===== src/hw/rtl/bdlp_pkg.sv =====
// ----------------------------------------------------------------------------
// Button debounce package
// Shared types and constants for the debouncer with long-press detection.
// ----------------------------------------------------------------------------
`default_nettype none

package bdlp_pkg;

  localparam int NUM_BUTTONS = 3;
  localparam int TIME_W      = 32;
  localparam int CFG_W       = 16;
  localparam int CFG_IDX_W   = 2;
  localparam int BTN_IDX_W   = 2;

  localparam logic [CFG_W-1:0] DEBOUNCE_RESET   = 16'd30;
  localparam logic [CFG_W-1:0] LONG_PRESS_RESET = 16'd1200;

  // Configuration register indexes.
  localparam logic [CFG_IDX_W-1:0] REG_DEBOUNCE   = 2'd0;
  localparam logic [CFG_IDX_W-1:0] REG_LONG_PRESS = 2'd1;

  typedef struct packed {
    logic [TIME_W-1:0]      now_ms;
    logic [NUM_BUTTONS-1:0] raw_levels;
  } in_item_t;

  typedef struct packed {
    logic                 event_valid;
    logic [BTN_IDX_W-1:0] event_button;
    logic                 event_long;
  } out_item_t;

  // Per-button debounce state.
  typedef struct packed {
    logic              sampled;
    logic              stable;
    logic [TIME_W-1:0] change_time;
    logic [TIME_W-1:0] press_time;
    logic              long_done;
  } btn_state_t;

  // Event raised by one button in one poll.
  typedef struct packed {
    logic hit;
    logic is_long;
  } btn_evt_t;

endpackage

`default_nettype wire


===== src/hw/rtl/bdlp_button.sv =====
// ----------------------------------------------------------------------------
// Button debounce cell
// Evaluates one button for one poll and produces its next state and event.
// ----------------------------------------------------------------------------
`default_nettype none

module bdlp_button (
  input  wire logic                        en,
  input  wire logic [bdlp_pkg::TIME_W-1:0] now_ms,
  input  wire logic                        level,
  input  wire logic [bdlp_pkg::CFG_W-1:0]  debounce_time,
  input  wire logic [bdlp_pkg::CFG_W-1:0]  long_press_time,
  input  wire bdlp_pkg::btn_state_t        st,
  output bdlp_pkg::btn_state_t             st_next,
  output bdlp_pkg::btn_evt_t               evt
);
  import bdlp_pkg::*;

  logic              changed;
  logic [TIME_W-1:0] ct;
  logic [TIME_W-1:0] since_change;
  logic [TIME_W-1:0] since_press;
  logic              hold;

  always_comb begin
    changed      = (level != st.sampled);
    ct           = changed ? now_ms : st.change_time;
    since_change = now_ms - ct;
    since_press  = now_ms - st.press_time;
    // The level is kept when it matches the stable one or has not held long enough.
    hold = (level == st.stable) ||
           (since_change < {{(TIME_W-CFG_W){1'b0}}, debounce_time});

    st_next     = st;
    evt.hit     = 1'b0;
    evt.is_long = 1'b0;

    if (en) begin
      st_next.sampled     = level;
      st_next.change_time = ct;
      if (hold) begin
        if (!level && !st.stable && !st.long_done &&
            (since_press >= {{(TIME_W-CFG_W){1'b0}}, long_press_time})) begin
          st_next.long_done = 1'b1;
          evt.hit           = 1'b1;
          evt.is_long       = 1'b1;
        end
      end else begin
        st_next.stable = level;
        if (!level) begin
          st_next.press_time = now_ms;
          st_next.long_done  = 1'b0;
        end else if (!st.long_done) begin
          evt.hit = 1'b1;
        end
      end
    end
  end

endmodule

`default_nettype wire


===== src/hw/rtl/bdlp_out_reg.sv =====
// ----------------------------------------------------------------------------
// Button debounce result register
// Holds one result until the receiver takes it and paces the stage before it.
// ----------------------------------------------------------------------------
`default_nettype none

module bdlp_out_reg (
  input  wire logic                clk,
  input  wire logic                rst,
  input  wire logic                src_valid,
  input  wire bdlp_pkg::out_item_t src_data,
  output logic                     advance,
  output logic                     out_valid,
  input  wire logic                out_stall,
  output bdlp_pkg::out_item_t      out_data
);
  import bdlp_pkg::*;

  // The register may take a new result when empty or when its content leaves now.
  assign advance = !out_valid || !out_stall;

  always_ff @(posedge clk) begin
    if (rst) begin
      out_valid <= 1'b0;
    end else if (advance) begin
      out_valid <= src_valid;
    end
  end

  always_ff @(posedge clk) begin
    if (advance && src_valid) begin
      out_data <= src_data;
    end
  end

endmodule

`default_nettype wire


===== src/hw/rtl/button_debounce_long_press.sv =====
// ----------------------------------------------------------------------------
// Button debouncer with long-press detection
// Debounces three active-low buttons and reports short and long presses.
// ----------------------------------------------------------------------------
// Each transfer on the input channel is one poll: a millisecond timestamp and
// the raw active-low button levels. Every poll yields exactly one result on the
// output channel; event_valid tells whether the poll reported an event.
// Buttons are checked in index order and the first event ends the poll.
// A poll is taken into the input register, evaluated from there, and its result
// is captured in the result register, from which it is offered.
// Throughput: one poll per cycle while the receiver does not stall; the debounce
// state of every button is written as the poll moves on to the result register.
// When the receiver stalls, the result register holds and in_stall rises as
// soon as the input register is also occupied.
// Configuration writes (index 0 debounce time, index 1 long-press time) are
// always taken and should be issued only while the block is idle; other
// indexes are ignored.
// Reset restores both times to 30 and 1200 ms, marks all buttons released,
// clears all timestamps and long-press flags and empties both registers.
// ----------------------------------------------------------------------------
`default_nettype none

module button_debounce_long_press (
  input  wire logic                             clk,
  input  wire logic                             rst,
  input  wire logic                             in_valid,
  output logic                                  in_stall,
  input  wire bdlp_pkg::in_item_t               in_data,
  output logic                                  out_valid,
  input  wire logic                             out_stall,
  output bdlp_pkg::out_item_t                   out_data,
  input  wire logic                             cfg_valid,
  output logic                                  cfg_ready,
  input  wire logic [bdlp_pkg::CFG_IDX_W-1:0]   cfg_index,
  input  wire logic [bdlp_pkg::CFG_W-1:0]       cfg_data
);
  import bdlp_pkg::*;

  logic [CFG_W-1:0] debounce_time;
  logic [CFG_W-1:0] long_press_time;

  logic     in_valid_r;
  in_item_t in_r;
  logic     advance;
  logic     take_poll;

  btn_state_t             st      [NUM_BUTTONS];
  btn_state_t             st_next [NUM_BUTTONS];
  btn_evt_t               evt     [NUM_BUTTONS];
  logic [NUM_BUTTONS-1:0] en;
  out_item_t              result;

  assign cfg_ready = 1'b1;

  always_ff @(posedge clk) begin
    if (rst) begin
      debounce_time   <= DEBOUNCE_RESET;
      long_press_time <= LONG_PRESS_RESET;
    end else if (cfg_valid && cfg_ready) begin
      case (cfg_index)
        REG_DEBOUNCE:   debounce_time   <= cfg_data;
        REG_LONG_PRESS: long_press_time <= cfg_data;
        default: ;
      endcase
    end
  end

  // Input register: refilled whenever its poll moves on to the result register.
  assign take_poll = in_valid_r && advance;
  assign in_stall  = in_valid_r && !advance;

  always_ff @(posedge clk) begin
    if (rst) begin
      in_valid_r <= 1'b0;
    end else if (!in_stall) begin
      in_valid_r <= in_valid;
    end
  end

  always_ff @(posedge clk) begin
    if (in_valid && !in_stall) begin
      in_r <= in_data;
    end
  end

  assign en[0] = 1'b1;

  for (genvar i = 0; i < NUM_BUTTONS; i++) begin : g_btn
    bdlp_button u_btn (
      .en              (en[i]),
      .now_ms          (in_r.now_ms),
      .level           (in_r.raw_levels[i]),
      .debounce_time   (debounce_time),
      .long_press_time (long_press_time),
      .st              (st[i]),
      .st_next         (st_next[i]),
      .evt             (evt[i])
    );

    // A later button is only looked at when no earlier one raised an event.
    if (i < NUM_BUTTONS - 1) begin : g_en
      assign en[i+1] = en[i] && !evt[i].hit;
    end

    always_ff @(posedge clk) begin
      if (rst) begin
        st[i].sampled     <= 1'b1;
        st[i].stable      <= 1'b1;
        st[i].change_time <= '0;
        st[i].press_time  <= '0;
        st[i].long_done   <= 1'b0;
      end else if (take_poll) begin
        st[i] <= st_next[i];
      end
    end
  end

  // At most one button can hit, since each hit disables the rest.
  always_comb begin
    result = '0;
    for (int i = 0; i < NUM_BUTTONS; i++) begin
      if (evt[i].hit) begin
        result.event_valid  = 1'b1;
        result.event_button = BTN_IDX_W'(i);
        result.event_long   = evt[i].is_long;
      end
    end
  end

  bdlp_out_reg u_out (
    .clk       (clk),
    .rst       (rst),
    .src_valid (in_valid_r),
    .src_data  (result),
    .advance   (advance),
    .out_valid (out_valid),
    .out_stall (out_stall),
    .out_data  (out_data)
  );

  a_stall_needs_item: assert property (@(posedge clk) disable iff (rst)
    in_stall |-> in_valid_r)
    else $error("input stalled with an empty input register");

  a_held_item_stays: assert property (@(posedge clk) disable iff (rst)
    in_valid_r && !advance |=> in_valid_r)
    else $error("poll lost while the result register was blocked");

  a_quiet_result: assert property (@(posedge clk) disable iff (rst)
    out_valid && !out_data.event_valid |->
      out_data.event_button == '0 && !out_data.event_long)
    else $error("result without an event carries event fields");

  a_button_range: assert property (@(posedge clk) disable iff (rst)
    out_valid && out_data.event_valid |->
      32'(out_data.event_button) < NUM_BUTTONS)
    else $error("event names a button that does not exist");

endmodule

`default_nettype wire


===== config.mk =====
export PLATFORM = sky130hd
export DESIGN_NAME = button_debounce_long_press
export DESIGN_NICKNAME = d
export VERILOG_FILES = /design/src/hw/rtl/bdlp_pkg.sv /design/src/hw/rtl/bdlp_button.sv /design/src/hw/rtl/bdlp_out_reg.sv /design/src/hw/rtl/button_debounce_long_press.sv
export SDC_FILE = /design/constraint.sdc
export NUM_CORES = 1
export LEC_CHECK = 0
export BUFFER_PORTS_ARGS = -buffer_cell sky130_fd_sc_hd__buf_2
export CAP_MARGIN = 30
export CORE_MARGIN = 2
export CORE_UTILIZATION = 54
export CTS_CLUSTER_SIZE = 20
export DETAILED_ROUTE_END_ITERATION = 12
export PLACE_DENSITY = 0.77
export SKIP_LAST_GASP = 1
export SLEW_MARGIN = 10
export SYNTH_ARGS = -nofsm -noshare
export SYNTH_HDL_FRONTEND = slang
export SYNTH_SLANG_ARGS = --single-unit

===== constraint.sdc =====
create_clock -name clk -period 7.92 [get_ports clk]
set_clock_uncertainty 0.05 [all_clocks]
set_input_delay 1.188 -clock clk [delete_from_list [all_inputs] [get_ports clk]]
set_output_delay 1.188 -clock clk [all_outputs]
set_load 0.02 [all_outputs]

==> impl_results.md <==
- RSZ-0062 raised after global routing: false
- Drt pass-1 iters: 6
- Initial antenna violation count: 2
- Worst setup EP type: flip-flop
- Synth Register Bits: 274
- Required time worst endpoint: ~8.1 ns
- Pre-CTS setup slack: roughly 0.77 ns
- Mapped Cells: 2,888
- CP Class: flip-flop to flip-flop
- Seq/Total Area, Yosys: 31.9%
- Crit start category: flip-flop
- Die width: roughly 220 µm
- Area grow syn2layout: 8.85%
- CP peak stage delay: 0.58 ns
- Count of different cell masters after synthesis: just over 90
- Yosys warns: 0
- CP Max Fanout: 32
- Max Cap Viol: 0
- 1st-iter DRT viols: approximately 2,500
- Routability Congestion: roughly 1
- Top cell type's share of synthesized area: 29.1%
- Final HPWL DP: 62.3 mm
- Fin Setup TNS: 0 ns
- Final setup fails: 0
- DRT antenna net count: 0
- Post-synth ARST share: 0%
- Final Slew Violations: 0
- Core Area: 45,300 µm²
- CTS tree: built
- Worst-margin pin slew: just under 1 ns
- Rel. slew slack: roughly 36%
- Vias in the first global route: 21,900
- WP buf/inv: 2
- Die Height: between 200 and 250 µm
- Main synth FF type: edfxtp_1
- # hold bufs at CTS: 0
- Vias: between 20,000 and 25,000
- Syn_area_per_cell: around 8.6 µm²
- IO Pins: 65
- WP data arrival: about 7.4 ns
- VDD IR max: about 0.16 mV
- Crit-path slowest cell: edfxtp_1
- Htree depth: 2
- Number of enable flip-flop cells after synthesis: 240
- # DRC: 0
- Port Buffer Count: 63
- Hold Path Class: flip-flop to flip-flop
- Minimum clock period: slightly above 7 ns
- Largest net degree at the start of global routing: 80
- Detailed-route wire length per cell: between 20 and 25 µm
- Final wirelength: 82.4 mm
- Part of the cycle the worst path needs: 91.8%
- Clock root buffer master: clkbuf_16
- Final setup margin: approximately 0.65 ns
- Max Freq: 138 MHz
- CTS sink count: 274
- Share of cells above drive strength 1: roughly 7%
- Post-Syn Nets: between 3,000 and 4,000
- CP delay by family, top: compound AO/OA/AOI/OAI gates
- Clock-pin slew on the worst setup and hold paths: 0.07 ns
- GR Util All Layers: between 30% and 40%
- Nets: 3,231
- Rows: 78
- Ranking of synthesized cells by area: edfxtp_1 (29%), ha_1 (13%), a21oi_1 (5.7%), nand2_1 (4.6%), nor2_1 (3.7%)
- Clk_lat worst skew: about 0.56 ns
- Worst Hold Slack: roughly 0.41 ns
- First-pass GRT wire length: 126 mm
- Post-DR vias/cell: roughly 6.5
- Num CTS Buffers: 34
- Power Total: around 0.0054 W
- Initial Util: a little over half
- Lkg Pwr: roughly 11 nW
- PD cells: between 150 and 200 nW/µm²
- Die Footprint: about 48,000 µm²
- Post-CTS setup-driven buffer insertion count: 0
- Final hold vios: 0
- Cell Area, Synth: 24,700 µm²
- Status: finished, final reports clean
- Post-CTS Resized: 0
- Post-synth top area cell: edfxtp_1
- GRT overflow: 0
- Layout Utilization: 59.5%
- CTS max path bufs: 3
-- layout make-up --
| type | instances | area (µm²) |
|---|---|---|
| diodes | 1 | 2.50 |
| clock buffers | 40 | 915 |
| clock inverters | 20 | 245 |
| fillers | 3972 | 18400 |
| inverters | 204 | 766 |
| multi-input cells | 2282 | 15700 |
| flip-flops and latches | 274 | 7890 |
| well taps | 600 | 751 |
| repair buffers | 111 | 696 |
-- through the flow --
stage | std cells | area (µm²)
final | 3532 | 26900
after global routing | 3531 | 26900
after CTS | 3531 | 26900
after detailed placement | 3471 | 25800
after global placement | 3469 | 25700
after floorplan | 2888 | 24700
-- path summary, 6_finish.rpt --
check | start | to | slack [ns] | cells after the start
min | debounce_time[8]$_SDFFE_PP0P_ | debounce_time[8]$_SDFFE_PP0P_ | 0.41 | 2
max | in_r[1]$_DFFE_PP_ | st[2][4]$_SDFFCE_PN0P_ | 0.65 | 25
min reg2reg | debounce_time[8]$_SDFFE_PP0P_ | debounce_time[8]$_SDFFE_PP0P_ | 0.41 | 2
max reg2reg | in_r[1]$_DFFE_PP_ | st[2][4]$_SDFFCE_PN0P_ | 0.65 | 25
-- layout by cell type (no fill, tap or decap), types with 47 or more instances in the layout --
master / synthesis / routed
a21o_1: 90 / 90
a21oi_1: 283 / 283
buf_2: 5 / 63
buf_4: 2 / 47
edfxtp_1: 240 / 240
ha_1: 262 / 262
inv_1: 203 / 203
mux2i_1: 80 / 80
nand2_1: 301 / 301
nand2b_1: 50 / 49
nand3_1: 50 / 50
nand4_1: 52 / 52
nor2_1: 243 / 243
o21ai_0: 129 / 129
xnor2_1: 85 / 83
xor2_1: 52 / 51
-- logic make-up after synthesis --
family | after synthesis | synth area share (%)
xor+xnor | 139 | 4.98
simple gates | 918 | 17.7
buf+inv | 332 | 5.09
fa+ha+maj | 280 | 14.1
other cells | 1 | 0.0152
compound gates | 856 | 22.6
flops | 274 | 31.9
mux | 88 | 3.61
-- Yosys cell counts, types with 13 or more instances --
cell type and count:
a2111oi_0 13, a211o_1 14, a211oi_1 35, a21o_1 90
a21oi_1 283, a31oi_1 41, and2_1 38, and3_1 13
clkbuf_1 120, dfxtp_1 34, edfxtp_1 240, ha_1 262
inv_1 203, maj3_1 14, mux2i_1 80, nand2_1 301
nand2b_1 50, nand3_1 50, nand4_1 52, nor2_1 243
nor2b_1 47, nor3_1 39, nor3b_1 13, o2111ai_1 16
o211ai_1 17, o21a_1 45, o21ai_0 129, o21bai_1 22
o221ai_1 13, o31ai_1 19, or3_1 14, xnor2_1 85
xor2_1 52
-- sequential cells by signal (all words and copies together) (netlist names) --
register / cells
debounce_time: 16
u_out.out_valid: 1
in_r: 35
in_valid_r: 1
long_press_time: 16
st: 201
u_out.out_data: 4
-- tightest hold or removal path, delay by kind of cell, from the launching register on --
kind             cells  cell delay, ns
AO/OA/AOI/OAI        1            0.05
flip-flops           1            0.30
AND/OR/NAND/NOR      1            0.05
-- power by group --
part / internal [W] / switching (W) / leakage [nW]
logic: 0.000750 / 0.00121 / 7.79
clock network: 0.000994 / 0.000667 / 0.556
registers: 0.00166 / 0.0000613 / 2.74
-- layer usage --
layer | track usage, % | vias to the layer above | part of all wire [%]
li1 | - | 10700 | -
met1 | 42.8 | 11100 | 40
met2 | 57.2 | 1084 | 47
met3 | 5.77 | 236 | 7.8
met4 | 17.4 | 4 | 5.5
met5 | 0 | - | 0.034
Power figures use the tool's default switching activity.
